**src/hdl/lcdnb_pkg.sv**
```systemverilog
package lcdnb_pkg;

    localparam int STEP_W = 5;

    localparam logic [1:0] ACT_DATA  = 2'd0;
    localparam logic [1:0] ACT_INSTR = 2'd1;
    localparam logic [1:0] ACT_POWER = 2'd2;
    localparam logic [1:0] ACT_NONE  = 2'd3;

    localparam logic [1:0] CFG_BYTE_GAP   = 2'd0;
    localparam logic [1:0] CFG_WAIT_SHORT = 2'd1;
    localparam logic [1:0] CFG_WAIT_LONG  = 2'd2;

    localparam logic [7:0] BYTE_GAP_RST   = 8'd1;
    localparam logic [7:0] WAIT_SHORT_RST = 8'd5;
    localparam logic [7:0] WAIT_LONG_RST  = 8'd100;

    localparam logic [2:0] OP_SHOW  = 3'd0;
    localparam logic [2:0] OP_EN_HI = 3'd1;
    localparam logic [2:0] OP_NIB   = 3'd2;
    localparam logic [2:0] OP_EN_LO = 3'd3;
    localparam logic [2:0] OP_RS_LO = 3'd4;
    localparam logic [2:0] OP_RS_HI = 3'd5;
    localparam logic [2:0] OP_ZERO  = 3'd6;

    localparam logic [3:0] NIB_INIT   = 4'h3;
    localparam logic [3:0] NIB_FUNC   = 4'h2;
    localparam logic [7:0] CLEAR_CMD  = 8'h01;

    localparam logic [STEP_W-1:0] DATA_LAST_STEP  = 5'd6;
    localparam logic [STEP_W-1:0] INSTR_LAST_STEP = 5'd7;
    localparam logic [STEP_W-1:0] PWR_INIT_END    = 5'd12;
    localparam logic [STEP_W-1:0] PWR_RS_STEP     = 5'd13;
    localparam logic [STEP_W-1:0] PWR_CLEAR_START = 5'd14;
    localparam logic [STEP_W-1:0] PWR_LAST_STEP   = 5'd21;

    typedef struct packed {
        logic [2:0] kind;
        logic [3:0] nib;
        logic [7:0] hold;
        logic       last;
    } op_t;

endpackage

```
**src/hdl/lcdnb_step.sv**
```systemverilog
module lcdnb_step (
    input  logic [1:0]                 action,
    input  logic [7:0]                 value,
    input  logic [lcdnb_pkg::STEP_W-1:0] step,
    input  logic [7:0]                 byte_gap_ms,
    input  logic [7:0]                 power_wait_short_ms,
    input  logic [7:0]                 power_wait_long_ms,
    output lcdnb_pkg::op_t             op
);

    function automatic lcdnb_pkg::op_t byte_op(
        input logic [2:0] idx,
        input logic [7:0] b,
        input logic [2:0] first_kind,
        input logic [7:0] gap
    );
        lcdnb_pkg::op_t r;
        r = '{kind: lcdnb_pkg::OP_SHOW, nib: 4'd0, hold: 8'd0, last: 1'b0};
        unique case (idx)
            3'd0:
            begin
                r.kind = first_kind;
                r.hold = gap;
            end
            3'd1: r.kind = lcdnb_pkg::OP_EN_HI;
            3'd2:
            begin
                r.kind = lcdnb_pkg::OP_NIB;
                r.nib  = b[7:4];
            end
            3'd3: r.kind = lcdnb_pkg::OP_EN_LO;
            3'd4: r.kind = lcdnb_pkg::OP_EN_HI;
            3'd5:
            begin
                r.kind = lcdnb_pkg::OP_NIB;
                r.nib  = b[3:0];
            end
            3'd6:
            begin
                r.kind = lcdnb_pkg::OP_EN_LO;
                r.hold = gap;
            end
            3'd7: r.kind = lcdnb_pkg::OP_RS_HI;
        endcase
        return r;
    endfunction

    logic [lcdnb_pkg::STEP_W-1:0] clear_idx;

    assign clear_idx = step - lcdnb_pkg::PWR_CLEAR_START;

    always_comb
    begin
        op = '{kind: lcdnb_pkg::OP_SHOW, nib: 4'd0, hold: 8'd0, last: 1'b0};
        unique case (action)
            lcdnb_pkg::ACT_DATA:
            begin
                op = byte_op(step[2:0], value, lcdnb_pkg::OP_SHOW, byte_gap_ms);
                op.last = (step == lcdnb_pkg::DATA_LAST_STEP);
            end
            lcdnb_pkg::ACT_INSTR:
            begin
                op = byte_op(step[2:0], value, lcdnb_pkg::OP_RS_LO, byte_gap_ms);
                op.last = (step == lcdnb_pkg::INSTR_LAST_STEP);
            end
            lcdnb_pkg::ACT_POWER:
            begin
                if (step == '0)
                begin
                    op.kind = lcdnb_pkg::OP_ZERO;
                end
                else if (step <= lcdnb_pkg::PWR_INIT_END)
                begin
                    unique case (step)
                        5'd1, 5'd4, 5'd7, 5'd10: op.kind = lcdnb_pkg::OP_EN_HI;
                        5'd2, 5'd5, 5'd8:
                        begin
                            op.kind = lcdnb_pkg::OP_NIB;
                            op.nib  = lcdnb_pkg::NIB_INIT;
                        end
                        5'd11:
                        begin
                            op.kind = lcdnb_pkg::OP_NIB;
                            op.nib  = lcdnb_pkg::NIB_FUNC;
                        end
                        5'd3, 5'd12:
                        begin
                            op.kind = lcdnb_pkg::OP_EN_LO;
                            op.hold = power_wait_short_ms;
                        end
                        5'd6, 5'd9:
                        begin
                            op.kind = lcdnb_pkg::OP_EN_LO;
                            op.hold = power_wait_long_ms;
                        end
                        default: op.kind = lcdnb_pkg::OP_SHOW;
                    endcase
                end
                else if (step == lcdnb_pkg::PWR_RS_STEP)
                begin
                    op.kind = lcdnb_pkg::OP_RS_HI;
                end
                else
                begin
                    op = byte_op(clear_idx[2:0], lcdnb_pkg::CLEAR_CMD,
                                 lcdnb_pkg::OP_RS_LO, byte_gap_ms);
                    op.last = (step == lcdnb_pkg::PWR_LAST_STEP);
                end
            end
            default: op.last = 1'b1;
        endcase
    end

endmodule

```
**src/hdl/lcd_nibble_bus_sequencer_core.sv**
```systemverilog
// An accepted item is taken into the item registers; its pin states then go to the output
// register, one per cycle while that register is empty or being read. A data byte is 7 steps,
// an instruction 8, power-up 22, walked by the single sequencer's step counter; the next item is
// taken in the cycle the current one loads its last pin state. Action 3 is taken and dropped.
// Reset (rst_n low, asynchronous): pins low, sequencer idle, registers to 1, 5, 100 ms.
module lcd_nibble_bus_sequencer_core (
    input  logic        clk,
    input  logic        rst_n,
    input  logic        cfg_we,
    input  logic [1:0]  cfg_index,
    input  logic [7:0]  cfg_data,
    input  logic        s_tvalid,
    output logic        s_tready,
    input  logic [7:0]  s_tdata,   // [7:0] value
    input  logic [1:0]  s_tuser,   // [1:0] action
    output logic        m_tvalid,
    input  logic        m_tready,
    output logic [15:0] m_tdata,   // [3:0] data_nibble, [4] enable, [12:5] hold_ms, zero pad
    output logic        m_tuser,   // [0] reg_select
    output logic        m_tlast
);

    logic [7:0] gap_reg, gap_next;
    logic [7:0] wshort_reg, wshort_next;
    logic [7:0] wlong_reg, wlong_next;

    logic                         cur_valid_reg, cur_valid_next;
    logic [1:0]                   action_reg, action_next;
    logic [7:0]                   value_reg, value_next;
    logic [lcdnb_pkg::STEP_W-1:0] step_reg, step_next;

    logic [3:0] nib_reg, nib_next;
    logic       rs_reg, rs_next;
    logic       en_reg, en_next;

    logic       out_valid_reg, out_valid_next;
    logic [3:0] out_nib_reg, out_nib_next;
    logic       out_rs_reg, out_rs_next;
    logic       out_en_reg, out_en_next;
    logic [7:0] out_hold_reg, out_hold_next;
    logic       out_last_reg, out_last_next;

    lcdnb_pkg::op_t op;
    logic           advance;
    logic           accept;

    lcdnb_step u_step (
        .action              (action_reg),
        .value               (value_reg),
        .step                (step_reg),
        .byte_gap_ms         (gap_reg),
        .power_wait_short_ms (wshort_reg),
        .power_wait_long_ms  (wlong_reg),
        .op                  (op)
    );

    assign advance  = cur_valid_reg && (!out_valid_reg || m_tready);
    assign s_tready = !cur_valid_reg || (advance && op.last);
    assign accept   = s_tvalid && s_tready;

    always_comb
    begin
        gap_next    = gap_reg;
        wshort_next = wshort_reg;
        wlong_next  = wlong_reg;
        if (cfg_we)
        begin
            unique case (cfg_index)
                lcdnb_pkg::CFG_BYTE_GAP:   gap_next    = cfg_data;
                lcdnb_pkg::CFG_WAIT_SHORT: wshort_next = cfg_data;
                lcdnb_pkg::CFG_WAIT_LONG:  wlong_next  = cfg_data;
                default:                   gap_next    = gap_reg;
            endcase
        end
    end

    always_comb
    begin
        cur_valid_next = cur_valid_reg;
        action_next    = action_reg;
        value_next     = value_reg;
        step_next      = step_reg;
        nib_next       = nib_reg;
        rs_next        = rs_reg;
        en_next        = en_reg;

        if (advance)
        begin
            step_next = step_reg + 1'b1;
            if (op.last)
            begin
                cur_valid_next = 1'b0;
            end
            unique case (op.kind)
                lcdnb_pkg::OP_ZERO:
                begin
                    nib_next = 4'd0;
                    rs_next  = 1'b0;
                    en_next  = 1'b0;
                end
                lcdnb_pkg::OP_EN_HI: en_next  = 1'b1;
                lcdnb_pkg::OP_EN_LO: en_next  = 1'b0;
                lcdnb_pkg::OP_NIB:   nib_next = op.nib;
                lcdnb_pkg::OP_RS_LO: rs_next  = 1'b0;
                lcdnb_pkg::OP_RS_HI: rs_next  = 1'b1;
                default:             en_next  = en_reg;
            endcase
        end

        if (accept)
        begin
            action_next    = s_tuser;
            value_next     = s_tdata;
            step_next      = '0;
            cur_valid_next = (s_tuser != lcdnb_pkg::ACT_NONE);
        end
    end

    always_comb
    begin
        out_valid_next = out_valid_reg;
        out_nib_next   = out_nib_reg;
        out_rs_next    = out_rs_reg;
        out_en_next    = out_en_reg;
        out_hold_next  = out_hold_reg;
        out_last_next  = out_last_reg;
        if (advance)
        begin
            out_valid_next = 1'b1;
            out_nib_next   = nib_next;
            out_rs_next    = rs_next;
            out_en_next    = en_next;
            out_hold_next  = op.hold;
            out_last_next  = op.last;
        end
        else if (m_tready)
        begin
            out_valid_next = 1'b0;
        end
    end

    always_ff @(posedge clk or negedge rst_n)
    begin
        if (!rst_n)
        begin
            gap_reg       <= lcdnb_pkg::BYTE_GAP_RST;
            wshort_reg    <= lcdnb_pkg::WAIT_SHORT_RST;
            wlong_reg     <= lcdnb_pkg::WAIT_LONG_RST;
            cur_valid_reg <= 1'b0;
            step_reg      <= '0;
            action_reg    <= lcdnb_pkg::ACT_NONE;
            nib_reg       <= 4'd0;
            rs_reg        <= 1'b0;
            en_reg        <= 1'b0;
            out_valid_reg <= 1'b0;
        end
        else
        begin
            gap_reg       <= gap_next;
            wshort_reg    <= wshort_next;
            wlong_reg     <= wlong_next;
            cur_valid_reg <= cur_valid_next;
            step_reg      <= step_next;
            action_reg    <= action_next;
            nib_reg       <= nib_next;
            rs_reg        <= rs_next;
            en_reg        <= en_next;
            out_valid_reg <= out_valid_next;
        end
    end

    always_ff @(posedge clk)
    begin
        value_reg    <= value_next;
        out_nib_reg  <= out_nib_next;
        out_rs_reg   <= out_rs_next;
        out_en_reg   <= out_en_next;
        out_hold_reg <= out_hold_next;
        out_last_reg <= out_last_next;
    end

    assign m_tvalid = out_valid_reg;
    assign m_tdata  = {3'b000, out_hold_reg, out_en_reg, out_nib_reg};
    assign m_tuser  = out_rs_reg;
    assign m_tlast  = out_last_reg;

endmodule

```
**config.mk**
```make
export PLATFORM = sky130hd
export DESIGN_NAME = lcd_nibble_bus_sequencer_core
export DESIGN_NICKNAME = d
export VERILOG_FILES = /design/src/hdl/lcdnb_pkg.sv /design/src/hdl/lcdnb_step.sv /design/src/hdl/lcd_nibble_bus_sequencer_core.sv
export SDC_FILE = /design/constraint.sdc
export NUM_CORES = 1
export LEC_CHECK = 0
export ABC_AREA = 0
export BUFFER_PORTS_ARGS = -buffer_cell sky130_fd_sc_hd__clkbuf_2
export CORE_MARGIN = 2
export CORE_UTILIZATION = 57
export DETAILED_ROUTE_END_ITERATION = 16
export HOLD_SLACK_MARGIN = 0.12
export PLACE_DENSITY = 0.77
export SYNTH_ARGS = -nofsm -noshare
export SYNTH_HDL_FRONTEND = slang
export SYNTH_SLANG_ARGS = --single-unit
```
**constraint.sdc**
```tcl
create_clock -name clk -period 3.18 [get_ports clk]
set_input_delay 0.795 -clock clk [delete_from_list [all_inputs] [get_ports clk]]
set_output_delay 0.795 -clock clk [all_outputs]
set_load 0.01 [all_outputs]
```
==> key figures, run 1 <==
Synthesis
  • Synthesized instance count: 261
  • Xor and xnor area share after synthesis: 1.10%
  • Dominant synthesized flop cell: dfrtp_1
  • Mean Syn Cell Area: 12.2 µm²
  • Count of cell types in the netlist: 62
  • Register bit total from synthesis: 62
  • Post-Synth Adder-Cell Area: 2.74%
  • Largest family of logic cells by synthesized area: compound AO/OA/AOI/OAI gates
  • Sequential area share after synthesis: 52.5%
  • Synthesized area: 0.00319 mm²
  • Post-synth EDFFs: 23
  • Area contributors post-synth: dfrtp_1, edfxtp_1, mux2_2
  • Multiplexer area fraction after synthesis: 12.5%
  • Post-synth top area share: 24.3%
  • Synth warn: 0
  • Synth Area in Compound Gates: 14.8%
  • Asr flop ratio synth: 62.9%
  • Yosys top cell by area: dfrtp_1
  • Post-Synth Simple-Gate Area: 11.5%

Timing
  • Fin crit share: 94.4%
  • WHS: 495 ps
  • Max Slew Vio Count: 0
  • RSZ-0062 raised after global routing: no
  • Endpoints failing setup: 0
  • Slew HR: 36.3%
  • Max Clock Freq: 333 MHz
  • Tmin final: 3000 ps
  • Fin Clk Skew: 10.7 ps
  • Hold Violations, Final: 0
  • Least-Margin Pin Slew: 956 ps
  • Setup tns final: 0 ps

Clock network
  • CTS tree: done
  • H-tree levels: 3
  • Num CTS Buffers: 9
  • Post-CTS setup buffers: 0
  • Sink Count: 62
  • CTS max path bufs: 2
  • Worst skew pair latency: 350 ps
  • Reg clk slew, reported paths: 70 ps
  • Root Driver: clkbuf_8

Finish
  • Design area: 0.00367 mm²
  • # diodes: 0
  • Fill count: 419
  • Final net count: 340
  • Final core area utilization: 67.0%
  • Commonest non-fill, non-tap cells in the layout: clkbuf_2, dfrtp_1, mux2_2
  • Syn-to-layout area delta: 14.8%
  • Commonest non-fill, non-tap cell in the layout: clkbuf_2
  • Share of layout cells above drive strength 1: 36.7%

Global routing
  • Largest net degree at the start of global routing: 40
  • Antenna violations before repair: 0
  • Vias in the first global route: 2131
  • Gr ovfl total: 0
  • First-pass GRT wire length: 10500 µm
  • Gr usage total: 22.6%

Worst setup path
  • Setup crit end kind: output port
  • Crit path max-delay family: compound AO/OA/AOI/OAI gates
  • Crit path buffers/inverters: 4
  • Cell mode on critical path: inv_1
  • Worst Path Max Fanout: 8
  • Crit-path cells: inv_1 -> ha_1 -> inv_1 -> o31a_1 -> o41ai_2 -> a21boi_1 -> inv_1 -> clkbuf_2
  • CP arrival: 2210 ps
  • Slowest stage delay, CP: 480 ps
  • Reg2Reg Depth: 8
  • Worst Setup SP: step_reg[0]
  • WP data required: 2380 ps
  • Critical R2R Launch: step_reg[0]
  • Worst setup path class: register to output port
  • CP max stage cell: dfrtp_1
  • Worst path depth: 8
  • Type of origin of the critical path: register

Flow run
  • Max cap viols: 0

Worst hold path
  • Min-delay src: nib_reg[0]
  • Hold path depth: 1
  • Hold Path Class: register to register

Floorplan
  • Die height: 78.9 µm
  • Core Area: 0.00547 mm²
  • Die area: 0.00622 mm²
  • Die X: 78.9 µm
  • Starting Density: 58.4%
  • Row count: 27
  • I/O pin count: 45

Placement
  • # port buffers: 41
  • Placer Congestion: 0.885
  • Post-DP Area: 0.00344 mm²
  • HPWL Detailed: 4460 µm

Pwr
  • Worst vdd rail ir drop: 625 µV
  • Total power: 3630 µW
  • Pwr Density: 989 mW/mm²
  • P_leak: 0.00149 µW

Route
  • DRC: 0
  • Wire length on met3: 312 µm
  • First-pass DRT Iterations: 5
  • Vias per cell: 5.94
  • Wl on met1: 3040 µm
  • Starting DRT DRC Count: 160
  • Wire length on met2: 3120 µm
  • Antenna Nets Post-Route: 0
  • Max Used Layer: met4
  • Total routed wirelength: 6630 µm
  • Detailed-route via count: 2286
  • WL/cell: 17.2 µm

Run status
  • Outcome: finished clean
==> worst reg2reg max path, delay by kind of cell (launching register included) <==
| kind | cells | cell delay (ps) |
|---|---|---|
| and+or+nand+nor | 3 | 950 |
| DFF | 1 | 510 |
| adders and majority gates | 1 | 400 |
| AOI/OAI and AO/OA | 2 | 350 |
| muxes | 1 | 340 |
| buffers and inverters | 1 | 150 |
==> synth_stat cells (all sizes together) (2+ instances only) <==
| cell | n |
|---|---|
| dfrtp | 31 |
| mux2 | 29 |
| edfxtp | 23 |
| nand2 | 20 |
| o21ai | 17 |
| buf | 12 |
| nor2 | 10 |
| inv | 9 |
| dfstp | 8 |
| a22oi | 7 |
| ha | 7 |
| a21oi | 6 |
| mux2i | 6 |
| nand3b | 6 |
| nand2b | 5 |
| nand3 | 4 |
| nor3b | 4 |
| xnor2 | 4 |
| a211oi | 3 |
| a21boi | 3 |
| a31oi | 3 |
| a32oi | 3 |
| clkbuf | 3 |
| nor3 | 3 |
| o22ai | 3 |
| o31a | 3 |
| a2111oi | 2 |
| a21o | 2 |
| nor2b | 2 |
| nor4b | 2 |
| o32a | 2 |
==> report_power, final <==
group	leakage [µW]	total (µW)	internal, µW	switching (µW)
logic	0.000701	1570	662	907
clock network	0.000102	733	410	323
registers	0.000683	1330	1150	178
==> kinds of logic after synthesis <==
family,count (synthesis)
muxes,35
xor gates and xnor gates,4
other,1
buffers and inverters,25
DFF,62
and+or+nand+nor,64
adders and majority gates,7
AOI/OAI and AO/OA,63
==> per-layer routing <==
layer | GRT usage [%] | vias up
li1 | - | 1077
met1 | 31.3 | 1114
met2 | 34.4 | 78
met3 | 3.75 | 17
met4 | 12.4 | 0
met5 | 0 | -
==> metrics by stage <==
| step | setup WS [ps] | cells |
|---|---|---|
| 2_1_floorplan | 641 | 263 |
| 3_3_place_gp | 395 | 369 |
| 3_5_place_dp | 271 | 369 |
| 4_1_cts | 112 | 385 |
| 5_1_grt | 22.4 | 385 |
| 6_report | 178 | 385 |
==> what timing repair did <==
action	in CTS	in global routing
resized for setup	2	1
endpoints found under the setup margin	1	1
hold buffers	0	0
==> final cells by class <==
type                       instances  area (µm²)  area share [%]
sequential                        62        1680            45.7
clock buffer                      10         149            4.06
tap                               72        90.1            2.46
multi-input combinational        176        1380            37.7
inverter                          10        37.5            1.02
clock inverter                     6        66.3            1.81
timing repair buffer              49         265            7.23
==> path summary, 6_finish.rpt <==
check | endpoint | slack (ps)
hold reg to reg | nib_reg[0] | 500
setup / recovery | s_tready | 180
max in group asynchronous | step_reg[1] | 2000
hold / removal | nib_reg[0] | 500
min in group asynchronous | gap_reg[2] | 580
setup reg to reg | out_nib_reg[0] | 240
Power figures use the tool's default switching activity.
==> run 2: changes to the inputs <==
- SYNTH_HIERARCHICAL: not set -> 1
==> run 2 against run 1 <==
Sequential power about the same. Flip-flop and latch count unchanged. Combinational power is 10% lower. Highest routed layer unchanged. Worst hold slack better by 1.4 ps. Global-route usage is 1.1 points higher. Power decreased by 9.4%. Die area grew 3.1%. Largest power group unchanged. Wire length rose by 2.8%. Utilization fell by 0.41 points. Synthesized cell count is 12% higher. Final cell count grew 6.5%. Via count grew 7.0%. Critical path type unchanged. Largest cell class unchanged.
==> key figures, run 2 <==
Run status
  • Outcome: finished clean

Route
  • Detailed-route via count: 2446
  • DRC: 0
  • WL/cell: 16.6 µm
  • Antenna Nets Post-Route: 0
  • Total routed wirelength: 6820 µm
  • Vias per cell: 5.97
  • Starting DRT DRC Count: 123
  • First-pass DRT Iterations: 4

Worst setup path
  • CP arrival: 2080 ps
  • Worst setup path class: register to output port
  • Worst Path Max Fanout: 28
  • WP data required: 2380 ps
  • Type of origin of the critical path: register
  • Setup crit end kind: output port

Synthesis
  • Area contributors post-synth: dfrtp_1, edfxtp_1, mux2_2
  • Sequential area share after synthesis: 50.8%
  • Mean Syn Cell Area: 11.3 µm²
  • Synthesized instance count: 293
  • Yosys top cell by area: dfrtp_1
  • Most common cell in the netlist: dfrtp_1
  • Post-synth top area share: 23.5%
  • Synth cell count leaders: dfrtp_1, mux2_2, o21ai_0
  • Post-synth EDFFs: 23
  • Register bit total from synthesis: 62
  • Asr flop ratio synth: 62.9%
  • Count of cell types in the netlist: 59
  • Synthesized area: 0.00330 mm²
  • Dominant synthesized flop cell: dfrtp_1
  • Synth warn: 6

Pwr
  • P_leak: 0.00153 µW
  • Pwr Density: 891 mW/mm²
  • Worst vdd rail ir drop: 593 µV

Clock network
  • Num CTS Buffers: 9
  • CTS max path bufs: 2
  • Post_cts resized: 0
  • Sink Count: 62
  • Root Driver: clkbuf_8
  • Post-CTS setup buffers: 0
  • Reg clk slew, reported paths: 60 ps
  • Hold buffers post-CTS: 0
  • CTS tree: done
  • Worst skew pair latency: 340 ps
  • H-tree levels: 3

Global routing
  • Vias in the first global route: 2293
  • Gr usage total: 23.7%
  • Antenna violations before repair: 0
  • First-pass GRT wire length: 11300 µm
  • Gr ovfl total: 0
  • Largest net degree at the start of global routing: 40

Flow run
  • Max cap viols: 0

Floorplan
  • Core Area: 0.00554 mm²
  • Row count: 27
  • Die height: 80.1 µm
  • Starting Density: 59.5%
  • Die area: 0.00641 mm²
  • I/O pin count: 45
  • Die X: 80.1 µm

Finish
  • Commonest non-fill, non-tap cells in the layout: clkbuf_2, dfrtp_1, mux2_2
  • # diodes: 0
  • Final net count: 360
  • Finished Layout Cells: 410
  • Syn-to-layout area delta: 11.9%
  • Commonest non-fill, non-tap cell in the layout: clkbuf_2
  • Share of layout cells above drive strength 1: 34.3%

Timing
  • Setup tns final: 0 ps
  • Least-Margin Pin Slew: 985 ps
  • Fin crit share: 90.3%
  • Hold Violations, Final: 0
  • Tmin final: 2870 ps
  • Slew HR: 34.3%
  • Endpoints failing setup: 0
  • Max Slew Vio Count: 0
  • Max Clock Freq: 348 MHz
  • Fin Clk Skew: 7.52 ps
  • RSZ-0062 raised after global routing: no

Placement
  • Placer Congestion: 0.887
  • HPWL Detailed: 4720 µm
  • # placed instances: 394
  • # port buffers: 41

Worst hold path
  • Hold Path Class: register to register
run 2: changes by cell type after synthesis, sizes merged, moves of 5 or more:
cell,before,now
a21oi,6,21
a31oi,3,11
ha,7,2
inv,9,14
mux2i,6,1
nor2b,2,8
o21a,0,9
o21ai,17,26
run 2: cells by family after synthesis:
group	share of synthesized area, %
other cells	0.114
fa+ha+maj	0.759
simple gates	12.9
buf+inv	5.31
flops	50.8
mux	10.5
xor+xnor	0.531
compound gates	19.0
run 2: path summary, 6_finish.rpt:
| kind | startpoint | end | slack [ps] | depth (start not counted) |
|---|---|---|---|---|
| min in group asynchronous | rst_n | nib_reg[1] | 610 | 1 |
| setup / recovery | step_reg[1] | s_tready | 310 | 7 |
| setup reg to reg | step_reg[2] | out_nib_reg[3] | 520 | 8 |
| hold / removal | nib_reg[1] | nib_reg[1] | 500 | 1 |
| max in group asynchronous | rst_n | wlong_reg[0] | 1960 | 1 |
| hold reg to reg | nib_reg[1] | nib_reg[1] | 500 | 1 |
run 2: through the flow:
step | total power [µW] | utilization (%) | instance area, µm² | worst slack, ps | hold WS, ps
finish | 3290 | 66.6 | 3690 | 308 | 497
global route | 3530 | 66.6 | 3690 | 126 | 512
CTS | 3300 | 66.6 | 3690 | 297 | 499
detailed placement | 2710 | 63.6 | 3520 | 592 | 485
global placement | 2670 | 63.6 | 3520 | 693 | 478
floorplan | 2350 | - | 3310 | 754 | 467
run 2: layer usage:
| layer | vias up | wire, µm | GRT usage (%) |
|---|---|---|---|
| met2 | 73 | 2940 | 33.0 |
| met4 | 0 | 162 | 12.0 |
| met3 | 16 | 403 | 4.72 |
| li1 | 1172 | - | - |
| met1 | 1185 | 3320 | 35.1 |
| met5 | - | 0 | 0 |
run 2: area by class of cell:
type / count / area [µm²]
Multi-Input combinational cell: 199 / 1450
Clock inverter: 4 / 21.3
Tap cell: 72 / 90.1
Timing Repair Buffer: 47 / 250
Fill cell: 427 / 1850
Inverter: 14 / 52.6
Sequential cell: 62 / 1680
Clock buffer: 12 / 145
run 2: power by group:
| group | total [µW] | internal (µW) | leakage [µW] | switching (µW) |
|---|---|---|---|---|
| Combinational | 1410 | 563 | 0.000752 | 843 |
| Sequential | 1300 | 1150 | 0.000685 | 147 |
| Clock | 587 | 300 | 0.0000905 | 286 |
run 2: worst max-delay path, stage by stage, from the launching register on:
cell      delay, ps
dfrtp_1         380
buf_4           220
and3b_1         390
nand4b_1        130
a21oi_1         270
nand2_1         110
nand2_1          90
clkbuf_2        130
==> run 3: changes to the inputs <==
- BUFFER_PORTS_ARGS: -buffer_cell sky130_fd_sc_hd__clkbuf_2 -> not set
- CORE_UTILIZATION: 57 -> 60
- DONT_BUFFER_PORTS: not set -> 1
- PLACE_DENSITY: 0.77 -> 0.74
==> run 3 against run 2 <==
Clock skew rose by 6.2 ps. Critical path depth fell by 1. Final cell count fell by 11%. Fmax fell by 3.4%. Power fell by 2.2%. Utilization rose by 0.64 points. Clock-buffer cell count fell by 2. Worst hold slack got worse by 360 ps. Non-clock buffer count fell by 42. Global-route usage fell by 0.81 points. Critical endpoint unchanged.
==> key figures, run 3 (same netlist as run 2, synthesis figures left out) <==
Run status
  • Outcome: finished clean

Worst setup path
  • Critical R2R Launch: step_reg[2]
  • CP arrival: 2180 ps
  • Worst Path Max Fanout: 16
  • Type of origin of the critical path: register
  • Worst Setup SP: step_reg[2]
  • Worst setup path class: register to output port
  • WP data required: 2380 ps
  • Setup crit end kind: output port
  • Worst reg2reg setup slack: 400 ps

Pwr
  • Worst vdd rail ir drop: 662 µV
  • P_int: 1960 µW
  • Sw Pwr: 1250 µW
  • Clock share of power: 19.9%
  • P_leak: 0.00136 µW
  • Sw Share: 38.9%
  • Combinational Power Share: 37.3%
  • Total power: 3220 µW
  • Sequential power share: 42.8%
  • Pwr Density: 919 mW/mm²

Flow run
  • Max cap viols: 0

Finish
  • Share of layout cells above drive strength 1: 25.7%
  • Syn-to-layout area delta: 6.11%
  • Final core area utilization: 67.2%
  • Commonest non-fill, non-tap cells in the layout: dfrtp_1, mux2_2, o21ai_0
  • Commonest non-fill, non-tap cell in the layout: dfrtp_1
  • Finished Layout Cells: 366
  • # diodes: 0
  • Final net count: 318

Floorplan
  • I/O pin count: 45
  • Row count: 26
  • Core Area: 0.00520 mm²
  • Starting Density: 63.4%
  • Die area: 0.00611 mm²
  • Die X: 78.1 µm
  • Die height: 78.1 µm

Worst hold path
  • Hold Path Class: input pin to async pin

Global routing
  • Largest net degree at the start of global routing: 40
  • Gr usage total: 22.9%
  • Vias in the first global route: 2148
  • Antenna violations before repair: 0
  • First-pass GRT wire length: 10600 µm
  • Gr ovfl total: 0

Clock network
  • H-tree levels: 3
  • Hold buffers post-CTS: 0
  • Worst skew pair latency: 340 ps
  • Num CTS Buffers: 9
  • Reg clk slew, reported paths: 80 ps
  • CTS tree: done
  • Post_cts resized: 0
  • Post-CTS setup buffers: 0
  • Sink Count: 62
  • Root Driver: clkbuf_8
  • CTS max path bufs: 2

Placement
  • HPWL Detailed: 4450 µm
  • Placer Congestion: 0.821
  • # placed instances: 350
  • # port buffers: 0

Timing
  • Setup tns final: 0 ps
  • Fin crit share: 93.5%
  • Max Clock Freq: 336 MHz
  • Endpoints failing setup: 0
  • RSZ-0062 raised after global routing: no
  • Hold Violations, Final: 0
  • Slew HR: 36.9%
  • Max Slew Vio Count: 0
  • Fin Clk Skew: 13.7 ps
  • Least-Margin Pin Slew: 944 ps
  • Tmin final: 2970 ps

Route
  • Vias per cell: 6.25
  • First-pass DRT Iterations: 4
  • Detailed-route via count: 2288
  • Starting DRT DRC Count: 89
  • WL/cell: 17.4 µm
  • Total routed wirelength: 6380 µm
  • Antenna Nets Post-Route: 0
  • DRC: 0
-- run 3: cell types whose count changed in the layout (fill, tap and decap cells not counted), sizes merged --
cell,change
buf,-1
clkbuf,-43
clkinvlp,+1
inv,+1
-- run 3: path summary, 6_finish.rpt --
kind / endpoint / depth (start not counted)
min in group clk: nib_reg[3] / 1
min reg2reg: nib_reg[3] / 1
min: gap_reg[3] / 0
max in group asynchronous: wshort_reg[0] / 0
max: s_tready / 6
max reg2reg: out_nib_reg[2] / 7
-- run 3: layer usage --
metal | GRT usage [%] | up-vias | part of all wire, %
met2 | 32.2 | 90 | 44
li1 | - | 1085 | -
met3 | 5.17 | 10 | 7.4
met4 | 11.1 | 0 | 2.0
met5 | 0 | - | 0
met1 | 33.8 | 1103 | 47
-- run 3: cell type report --
cell class                 instances  area, µm²
clock buffer                      10        149
clock inverter                     6       42.5
fill                             394       1710
inverter                          14       52.6
multi-input combinational        199       1450
sequential                        62       1680
tap                               70       87.6
timing repair buffer               5       37.5
-- run 3: stage by stage --
| stage | setup slack [ps] | hold slack (ps) | cell area, µm² |
|---|---|---|---|
| 6_report | 208 | 140 | 3500 |
| 3_3_place_gp | 501 | 479 | 3310 |
| 4_1_cts | 227 | 129 | 3500 |
| 2_1_floorplan | 754 | 467 | 3310 |
| 3_5_place_dp | 467 | 480 | 3310 |
| 5_1_grt | 55.9 | 123 | 3500 |
-- run 3: power groups by stage --
stage	Clock, µW	Sequential, µW	Combinational [µW]
after detailed placement	0	1390	1180
after floorplan	0	1310	1040
after global routing	687	1410	1330
after CTS	657	1380	1190
after global placement	0	1390	1160
final	640	1380	1200
-- run 3: critical path, stage by stage (launching register included) --
cell and delay, ps:
dfrtp_1 610, buf_4 260, and3b_1 340, nand4b_1 130, a21oi_1 250, nand2_1 100
nand2_1 130
